File: src/rtl/pra_pkg.sv
`timescale 1ns / 1ps
package pra_pkg;
  localparam int unsigned MaxRangesDefault = 64;
  localparam int unsigned PageBytesDefault = 4096;
  localparam int unsigned PagesW = 21;
  localparam int unsigned AddrW = 32;
  localparam logic [PagesW-1:0] PagesMax = {PagesW{1'b1}};

  typedef enum logic [1:0] {
    OP_ADD   = 2'd0,
    OP_ALLOC = 2'd1,
    OP_FREE  = 2'd2,
    OP_NONE  = 2'd3
  } op_t;

  typedef enum logic [2:0] {
    ST_OK      = 3'd0,
    ST_NOFIT   = 3'd1,
    ST_NOBASE  = 3'd2,
    ST_NOTUSED = 3'd3,
    ST_FULL    = 3'd4
  } status_t;

  // One table entry as stored in the range memory.
  typedef struct packed {
    logic [AddrW-1:0]  base;
    logic [PagesW-1:0] pages;
    logic              used;
  } entry_t;
endpackage

File: src/rtl/page_range_allocator.sv
`timescale 1ns / 1ps
// Page range allocator. Each beat on the input stream is one command (add a free
// range, allocate pages first fit, or free a range by base) and produces exactly one
// result beat. The range table lives in a single memory with a registered read. All
// work is done by a sequencer that reads, modifies and writes one entry per step.
// The table holds at most MAX_RANGES ranges. A command is first taken; then each
// scanned entry is read and examined, each entry moved up for an insert or a split
// is read and written, the new entry is placed, and an allocated or freed entry is
// written back. An add or a successful free then runs a coalescing sweep; each
// merge moves the later entries down and restarts at the merged entry. All steps
// share the single memory port, and the result is presented last. One command is
// in work at a time, and a new command is taken only once the previous result beat
// has left. PAGE_BYTES must be a power of two, since page counts and addresses are
// converted by shifts. No clearing pass is needed after reset: only entries below
// the fill count are ever used.
module page_range_allocator #(
  parameter int unsigned MAX_RANGES = pra_pkg::MaxRangesDefault,
  parameter int unsigned PAGE_BYTES = pra_pkg::PageBytesDefault
) (
  input  logic        clk,
  input  logic        rst_n,
  input  logic        in_tvalid,
  output logic        in_tready,
  // in_tdata: range_start[31:0], range_end[63:32], page_count[84:64], zero fill
  input  logic [87:0] in_tdata,
  // in_tuser: operation[1:0]
  input  logic [1:0]  in_tuser,
  output logic        out_tvalid,
  input  logic        out_tready,
  // out_tdata: alloc_address[31:0], freed_pages[52:32], zero fill
  output logic [55:0] out_tdata,
  // out_tuser: status[2:0]
  output logic [2:0]  out_tuser
);
  localparam int unsigned IdxW = $clog2(MAX_RANGES);
  localparam int unsigned CntW = $clog2(MAX_RANGES + 1);
  localparam int unsigned AW = pra_pkg::AddrW;
  localparam int unsigned PW = pra_pkg::PagesW;
  localparam int unsigned PageShift = $clog2(PAGE_BYTES);
  localparam logic [CntW-1:0] CntFull = CntW'(MAX_RANGES);

  typedef enum logic [3:0] {
    S_IDLE, S_SCAN_RD, S_SCAN, S_SHIFT_RD, S_SHIFT_WR, S_PLACE, S_WB,
    S_CO_RD, S_CO_A, S_CO_B, S_CL_RD, S_CL_WR, S_RESULT
  } state_t;

  pra_pkg::entry_t mem [MAX_RANGES];
  pra_pkg::entry_t rd_q;
  logic [IdxW-1:0] rd_addr;
  logic            we;
  logic [IdxW-1:0] wr_addr;
  pra_pkg::entry_t wr_data;

  always_ff @(posedge clk) begin
    if (we) begin
      mem[wr_addr] <= wr_data;
    end
    rd_q <= mem[rd_addr];
  end

  state_t            state_r;
  logic [CntW-1:0]   count_r;
  logic [CntW-1:0]   idx_r;     // scan / shift / coalesce pointer
  logic [CntW-1:0]   pos_r;     // insert or hit position
  pra_pkg::op_t      op_r;
  logic [AW-1:0]     start_r;
  logic [PW-1:0]     span_r;    // add: span; alloc: request
  pra_pkg::entry_t   hold_r;    // hit entry or coalesce left entry
  pra_pkg::entry_t   ins_r;     // entry placed at pos_r after shifting up
  logic              split_r;
  logic [2:0]        status_r;
  logic [AW-1:0]     addr_r;
  logic [PW-1:0]     freed_r;
  logic              ovalid_r;

  // Span of an add: (end - start) / PAGE_BYTES, saturated to the page field.
  logic [AW-1:0] diff;
  logic [AW-1:0] span_full;
  logic [PW-1:0] span_sat;
  logic [PW-1:0] req_in;
  assign diff      = in_tdata[63:32] - in_tdata[31:0];
  assign span_full = diff >> PageShift;
  assign span_sat  = (span_full > AW'(pra_pkg::PagesMax)) ? pra_pkg::PagesMax
                                                          : span_full[PW-1:0];
  assign req_in    = (in_tdata[84:64] == '0) ? PW'(1) : in_tdata[84:64];

  logic [AW-1:0] hold_end;
  logic [PW:0]   pair_sum;
  logic          can_merge;
  assign hold_end  = hold_r.base + (AW'(hold_r.pages) << PageShift);
  assign pair_sum  = {1'b0, hold_r.pages} + {1'b0, rd_q.pages};
  assign can_merge = !hold_r.used && !rd_q.used && (hold_end == rd_q.base) &&
                     !pair_sum[PW];

  logic scan_last;
  logic alloc_fit;
  logic base_match;
  assign scan_last  = (idx_r + 1'b1 == count_r);
  assign alloc_fit  = !rd_q.used && (rd_q.pages >= span_r);
  assign base_match = (rd_q.base == start_r);

  assign in_tready  = (state_r == S_IDLE) && !ovalid_r;
  assign out_tvalid = ovalid_r;
  assign out_tdata  = {3'b000, freed_r, addr_r};
  assign out_tuser  = status_r;

  always_comb begin
    rd_addr = idx_r[IdxW-1:0];
    we      = 1'b0;
    wr_addr = idx_r[IdxW-1:0];
    wr_data = hold_r;
    unique case (state_r)
      S_SHIFT_RD: rd_addr = IdxW'(idx_r - 1'b1);
      S_SHIFT_WR: begin
        we = 1'b1;
        wr_data = rd_q;
      end
      S_PLACE: begin
        we = 1'b1;
        wr_addr = pos_r[IdxW-1:0];
        wr_data = ins_r;
      end
      S_WB: begin
        we = 1'b1;
        wr_addr = pos_r[IdxW-1:0];
      end
      S_CO_A: rd_addr = IdxW'(idx_r + 1'b1);
      S_CO_B: begin
        rd_addr = IdxW'(idx_r + 1'b1);
        we = can_merge;
        wr_addr = IdxW'(idx_r - 1'b1);
        wr_data = '{base: hold_r.base, pages: pair_sum[PW-1:0], used: 1'b0};
      end
      S_CL_RD: rd_addr = IdxW'(idx_r + 1'b1);
      S_CL_WR: begin
        we = 1'b1;
        wr_data = rd_q;
      end
      default: ;
    endcase
  end

  always_ff @(posedge clk) begin
    if (!rst_n) begin
      state_r  <= S_IDLE;
      count_r  <= '0;
      ovalid_r <= 1'b0;
    end else begin
      if (ovalid_r && out_tready) begin
        ovalid_r <= 1'b0;
      end
      unique case (state_r)
        S_IDLE: begin
          if (in_tvalid && in_tready) begin
            op_r     <= pra_pkg::op_t'(in_tuser);
            start_r  <= in_tdata[31:0];
            span_r   <= (in_tuser == pra_pkg::OP_ADD) ? span_sat : req_in;
            idx_r    <= '0;
            pos_r    <= '0;
            split_r  <= 1'b0;
            status_r <= pra_pkg::ST_OK;
            addr_r   <= '0;
            freed_r  <= '0;
            priority if (in_tuser == pra_pkg::OP_NONE) begin
              state_r <= S_RESULT;
            end else if (in_tuser == pra_pkg::OP_ADD && count_r >= CntFull) begin
              status_r <= pra_pkg::ST_FULL;
              state_r  <= S_RESULT;
            end else if (count_r == '0) begin
              priority case (in_tuser)
                pra_pkg::OP_ADD: begin
                  ins_r   <= '{base: in_tdata[31:0], pages: span_sat, used: 1'b0};
                  state_r <= S_PLACE;
                end
                pra_pkg::OP_ALLOC: begin
                  status_r <= pra_pkg::ST_NOFIT;
                  state_r  <= S_RESULT;
                end
                default: begin
                  status_r <= pra_pkg::ST_NOBASE;
                  state_r  <= S_RESULT;
                end
              endcase
            end else begin
              state_r <= S_SCAN_RD;
            end
          end
        end
        S_SCAN_RD: state_r <= S_SCAN;
        S_SCAN: begin
          unique case (op_r)
            pra_pkg::OP_ADD: begin
              // The new entry goes after the last entry with a lower base.
              if (rd_q.base < start_r) pos_r <= idx_r + 1'b1;
              if (scan_last) begin
                ins_r   <= '{base: start_r, pages: span_r, used: 1'b0};
                idx_r   <= count_r;
                state_r <= S_SHIFT_RD;
              end else begin
                idx_r   <= idx_r + 1'b1;
                state_r <= S_SCAN_RD;
              end
            end
            pra_pkg::OP_ALLOC: begin
              priority if (alloc_fit && rd_q.pages == span_r) begin
                // Exact fit: mark the entry used in place.
                addr_r  <= rd_q.base;
                hold_r  <= '{base: rd_q.base, pages: rd_q.pages, used: 1'b1};
                pos_r   <= idx_r;
                state_r <= S_WB;
              end else if (alloc_fit && count_r >= CntFull) begin
                // The remainder would need a slot that is not there.
                status_r <= pra_pkg::ST_FULL;
                state_r  <= S_RESULT;
              end else if (alloc_fit) begin
                addr_r  <= rd_q.base;
                split_r <= 1'b1;
                ins_r   <= '{base: rd_q.base + (AW'(span_r) << PageShift),
                             pages: rd_q.pages - span_r, used: 1'b0};
                pos_r   <= idx_r + 1'b1;
                hold_r  <= '{base: rd_q.base, pages: span_r, used: 1'b1};
                idx_r   <= count_r;
                state_r <= S_SHIFT_RD;
              end else if (scan_last) begin
                status_r <= pra_pkg::ST_NOFIT;
                state_r  <= S_RESULT;
              end else begin
                idx_r   <= idx_r + 1'b1;
                state_r <= S_SCAN_RD;
              end
            end
            default: begin
              priority if (base_match && !rd_q.used) begin
                status_r <= pra_pkg::ST_NOTUSED;
                state_r  <= S_RESULT;
              end else if (base_match) begin
                freed_r <= rd_q.pages;
                hold_r  <= '{base: rd_q.base, pages: rd_q.pages, used: 1'b0};
                pos_r   <= idx_r;
                state_r <= S_WB;
              end else if (scan_last) begin
                status_r <= pra_pkg::ST_NOBASE;
                state_r  <= S_RESULT;
              end else begin
                idx_r   <= idx_r + 1'b1;
                state_r <= S_SCAN_RD;
              end
            end
          endcase
        end
        S_SHIFT_RD: begin
          state_r <= (idx_r == pos_r) ? S_PLACE : S_SHIFT_WR;
        end
        S_SHIFT_WR: begin
          idx_r   <= idx_r - 1'b1;
          state_r <= S_SHIFT_RD;
        end
        S_PLACE: begin
          count_r <= count_r + 1'b1;
          if (split_r) begin
            // Write the used head of the split entry next.
            split_r <= 1'b0;
            pos_r   <= pos_r - 1'b1;
            state_r <= S_WB;
          end else begin
            idx_r   <= '0;
            state_r <= S_CO_RD;
          end
        end
        S_WB: begin
          if (op_r == pra_pkg::OP_ALLOC) begin
            state_r <= S_RESULT;
          end else begin
            idx_r   <= '0;
            state_r <= S_CO_RD;
          end
        end
        S_CO_RD: begin
          if (idx_r + 1'b1 >= count_r) begin
            state_r <= S_RESULT;
          end else begin
            state_r <= S_CO_A;
          end
        end
        S_CO_A: begin
          hold_r  <= rd_q;
          idx_r   <= idx_r + 1'b1;
          state_r <= S_CO_B;
        end
        S_CO_B: begin
          if (can_merge) begin
            hold_r <= '{base: hold_r.base, pages: pair_sum[PW-1:0], used: 1'b0};
            if (idx_r + 1'b1 < count_r) begin
              pos_r   <= idx_r;
              state_r <= S_CL_RD;
            end else begin
              // The absorbed entry was the last one, so nothing moves down.
              count_r <= count_r - 1'b1;
              idx_r   <= idx_r - 1'b1;
              state_r <= S_CO_RD;
            end
          end else if (idx_r + 1'b1 >= count_r) begin
            state_r <= S_RESULT;
          end else begin
            hold_r  <= rd_q;
            idx_r   <= idx_r + 1'b1;
            state_r <= S_CO_B;
          end
        end
        S_CL_RD: state_r <= S_CL_WR;
        S_CL_WR: begin
          if (idx_r + 1'b1 >= count_r - 1'b1) begin
            // Removal shift done: drop last entry and resume merging at the left one.
            count_r <= count_r - 1'b1;
            idx_r   <= pos_r - 1'b1;
            state_r <= S_CO_RD;
          end else begin
            idx_r   <= idx_r + 1'b1;
            state_r <= S_CL_RD;
          end
        end
        S_RESULT: begin
          if (!ovalid_r || out_tready) begin
            ovalid_r <= 1'b1;
            state_r  <= S_IDLE;
          end
        end
        default: state_r <= S_IDLE;
      endcase
    end
  end
endmodule

File: config.mk
export PLATFORM = sky130hd
export DESIGN_NAME = page_range_allocator
export DESIGN_NICKNAME = d
export VERILOG_FILES = /design/src/rtl/pra_pkg.sv /design/src/rtl/page_range_allocator.sv
export SDC_FILE = /design/constraint.sdc
export NUM_CORES = 2
export LEC_CHECK = 0
export ABC_AREA = 1
export BUFFER_PORTS_ARGS = -buffer_cell sky130_fd_sc_hd__buf_2
export CELL_PAD_IN_SITES_DETAIL_PLACEMENT = 2
export CELL_PAD_IN_SITES_GLOBAL_PLACEMENT = 2
export CORE_ASPECT_RATIO = 0.8
export CORE_MARGIN = 4
export CORE_UTILIZATION = 40
export DETAILED_ROUTE_END_ITERATION = 7
export GPL_TIMING_DRIVEN = 0
export HOLD_SLACK_MARGIN = 0.12
export PLACE_DENSITY_LB_ADDON = 0.05
export SLEW_MARGIN = 30
export SYNTH_ARGS = -nofsm -noshare
export SYNTH_HDL_FRONTEND = slang
export SYNTH_SLANG_ARGS = --single-unit
File: constraint.sdc
create_clock -name clk -period 8.8 [get_ports clk]
set_clock_uncertainty 0.15 [all_clocks]
set_input_delay 1.32 -clock clk [delete_from_list [all_inputs] [get_ports clk]]
set_output_delay 1.32 -clock clk [all_outputs]
set_load 0.1 [all_outputs]
==> results.sh <==
export IMPL_final_common_cell="edfxtp_1"
export IMPL_dieHeight_um=569.9
export IMPL_ys_seq_area_frac=0.7102
export IMPL_setup_viol=0
export IMPL_slew_headroom=0.1610
export IMPL_synthFlopType="edfxtp_1"
export IMPL_fin_nets=13730
export IMPL_grt_max_degree=41
export IMPL_drv_cap=0
export IMPL_netlist_cell_type_count=62
export IMPL_period_share=0.8445
export IMPL_cts_tree="done"
export IMPL_cts_setup_buffers=0
export IMPL_gr_total_overflow=0
export IMPL_hold_class="primary input to flop"
export IMPL_worstMarginPinSlew_ps=1253
export IMPL_hold_viol_final=0
export IMPL_remaining_drc_errors=0
export IMPL_timing_rr_start="hold_r[2]$_DFFE_PP_"
export IMPL_drt_initial_drc_count=22360
export IMPL_io_pin_count=155
export IMPL_drive_above_1_share=0.1707
export IMPL_hold_buffers=0
export IMPL_synth_edf_count=3689
export IMPL_grt_pass1_wl_um=1117000
export IMPL_endpoint_kind="flop"
export IMPL_insertion_delay_ps=1040
export IMPL_clkTransAtPathRegs_ps=70
export IMPL_syn_area_um2=157900
export IMPL_area_growth_pct=21.50
export IMPL_cp_max_fo=18
export IMPL_vias=126700
export IMPL_ys_ff_latch=3755
export IMPL_initial_utilization=0.4013
export IMPL_crit_arrival_ps=7970
export IMPL_async_flop_share=0
export IMPL_die_x_um=710.3
export IMPL_clock_fmax_ghz=0.1346
export IMPL_startpoint="hold_r[2]$_DFFE_PP_"
export IMPL_synthTopCellsByArea="edfxtp_1 70%, o211ai_1 5.6%, o21ai_0 3.9%"
export IMPL_routed_wirelength_um=841800
export IMPL_root_buffer="clkbuf_16"
export IMPL_crit_path_start_kind="flop"
export IMPL_cts_resized=0
export IMPL_cts_buffers=399
export IMPL_clockBufferDepth=4
export IMPL_core_area_um2=393300
export IMPL_yosys_warnings=0
export IMPL_grt_pass1_vias=126000
export IMPL_rsz0062_at_grt="false"
export IMPL_yosys_area_top_type="edfxtp_1"
export IMPL_fin_tns_setup_ps=0
export IMPL_period_minus_slack_ps=7432
export IMPL_firstDrtPassIters=6
export IMPL_worstSetupEndpoint="mem[44][17]$_DFFE_PP_"
export IMPL_cts_max_level=5
export IMPL_rr_endpoint="mem[44][17]$_DFFE_PP_"
export IMPL_r2r_setup_slack_ps=1370
export IMPL_numClockSinks=3755
export IMPL_yosysTopAreaCellShare=0.7018
export IMPL_syn_area_per_cell_um2=12.99
export IMPL_worst_r2r_cell_count=23
export IMPL_final_cell_mix="3,689 x edfxtp_1, 1,478 x nor2_1, 1,221 x o21ai_0"
export IMPL_status="finished clean"
export IMPL_place_hpwl_um=638700
export IMPL_critPathRequiredTime_ps=9340
export IMPL_rows=206
export IMPL_antenna_found_initial=161
export IMPL_port_buffers=148
export IMPL_grt_use_total=0.4053
export IMPL_routedWlPerCell_um=44.14
export IMPL_viasPerCell=6.645
export IMPL_synth_cells=12150
export IMPL_postRouteAntennaNets=0
export IMPL_dieArea_um2=404800
export IMPL_maxSlewViolCount=0
export IMPL_gp_congestion=1.004
export IMPL_critPathKind="flop to flop"
-- through the flow --
stage,util,setup slack [ps],hold WS [ps],cell area [um^2],instances
CTS,0.4867,1854,297.9,191400,18980
floorplan,-,1660,337.4,157900,12160
global placement,0.4198,-5590,384.2,165100,17500
global route,0.4872,1339,336.8,191600,19010
finish,0.4876,1368,358.5,191800,19070
detailed placement,0.4545,1893,410.5,178800,18250
-- cells in the mapped netlist (3+ instances only) --
cell and instances:
ha_1 161, buf_6 5, xnor2_1 41, nand4_1 39
a22oi_1 40, inv_1 340, inv_2 10, nand2_2 13
nand2_1 671, or2_1 97, a21boi_0 5, dfxtp_1 66
a211oi_1 6, and2_1 3, nand3_2 3, clkbuf_1 520
nor2_1 1547, nor3_1 26, edfxtp_1 3689, buf_1 47
o21a_1 3, buf_2 232, nor4_1 12, or2_0 39
o21bai_1 196, nand3_1 582, a21oi_1 197, o311ai_1 172
o2111ai_1 24, o311ai_0 13, o21ai_0 1226, fa_1 4
a221oi_1 5, o221ai_1 109, nor2_2 4, a21o_1 16
a31oi_1 12, buf_4 29, o22ai_1 98, nand3b_1 3
o21ai_1 187, or2_2 389, xor2_1 74, o211ai_1 1175
-- per-layer routing --
layer | part of all wire | GRT usage | vias up | routed length (um)
met1 | 0.39 | 0.5635 | 66930 | 332200
met3 | 0.14 | 0.1354 | 1828 | 114500
met2 | 0.41 | 0.5651 | 9108 | 344500
met5 | 0.00080 | 0 | - | 677
met4 | 0.059 | 0.2000 | 58 | 49950
li1 | - | - | 48800 | -
-- worst min-delay path by stage --
stage	depth (start not counted)	end	slack [ps]	startpoint
after detailed placement	2	out_tvalid$_SDFF_PN0_	410	out_tvalid$_SDFF_PN0_
final	1	start_r[13]$_DFFE_PP_	360	in_tdata[13]
after CTS	1	start_r[13]$_DFFE_PP_	300	in_tdata[13]
after floorplan	2	count_r[5]$_SDFFE_PN0P_	340	count_r[5]$_SDFFE_PN0P_
after global placement	2	out_tvalid$_SDFF_PN0_	380	out_tvalid$_SDFF_PN0_
after global routing	1	start_r[13]$_DFFE_PP_	340	in_tdata[13]
-- state kept, by name, indices dropped and copies added, names as in the netlist, 2 cells and up --
register / flops
pos_r: 7
idx_r: 7
op_r: 2
start_r: 32
state_r: 4
mem: 3456
out_tuser: 3
count_r: 7
freed_r: 21
ins_r: 53
hold_r: 54
addr_r: 32
rd_q: 54
span_r: 21
-- layout make-up --
type / instances / area (um^2)
fill: 37620 / 201500
clock inverter: 228 / 2092
tap: 5200 / 6506
clock buffer: 496 / 10570
timing repair buffer: 914 / 13400
antenna: 77 / 192.7
buffer: 834 / 3677
multi-input combinational: 7213 / 41930
sequential: 3755 / 112100
inverter: 354 / 1334
-- logic make-up (layout without fill, tap and decap cells) --
| family | Yosys count | count (layout) | synth area share |
|---|---|---|---|
| fa+ha+maj | 165 | 165 | 0.01327 |
| xor+xnor | 115 | 115 | 0.006381 |
| flops | 3755 | 3755 | 0.7102 |
| simple gates | 3437 | 3437 | 0.09669 |
| buf+inv | 1188 | 2826 | 0.03106 |
| compound gates | 3493 | 3493 | 0.1424 |
| other cells | 1 | 80 | 0.00002376 |
-- critical path, stage by stage (launching register included) --
cell	delay [ps]
edfxtp_1	720
inv_1	430
fa_1	550
inv_1	110
nand2_1	100
nand2_1	100
nand2_1	80
xnor2_1	230
nand2_1	90
inv_1	70
nand3_1	140
nor2_1	460
nand2_1	140
nor2_1	620
nand3_2	340
nor2_4	450
nor2_1	240
nand2_4	250
nand2_2	310
nor2_4	600
buf_16	250
buf_16	180
buf_16	200
buf_16	170
Power is left out: the tool's default activity adds up to more than one toggle a clock period on the data nets, which glitch-free logic cannot reach.
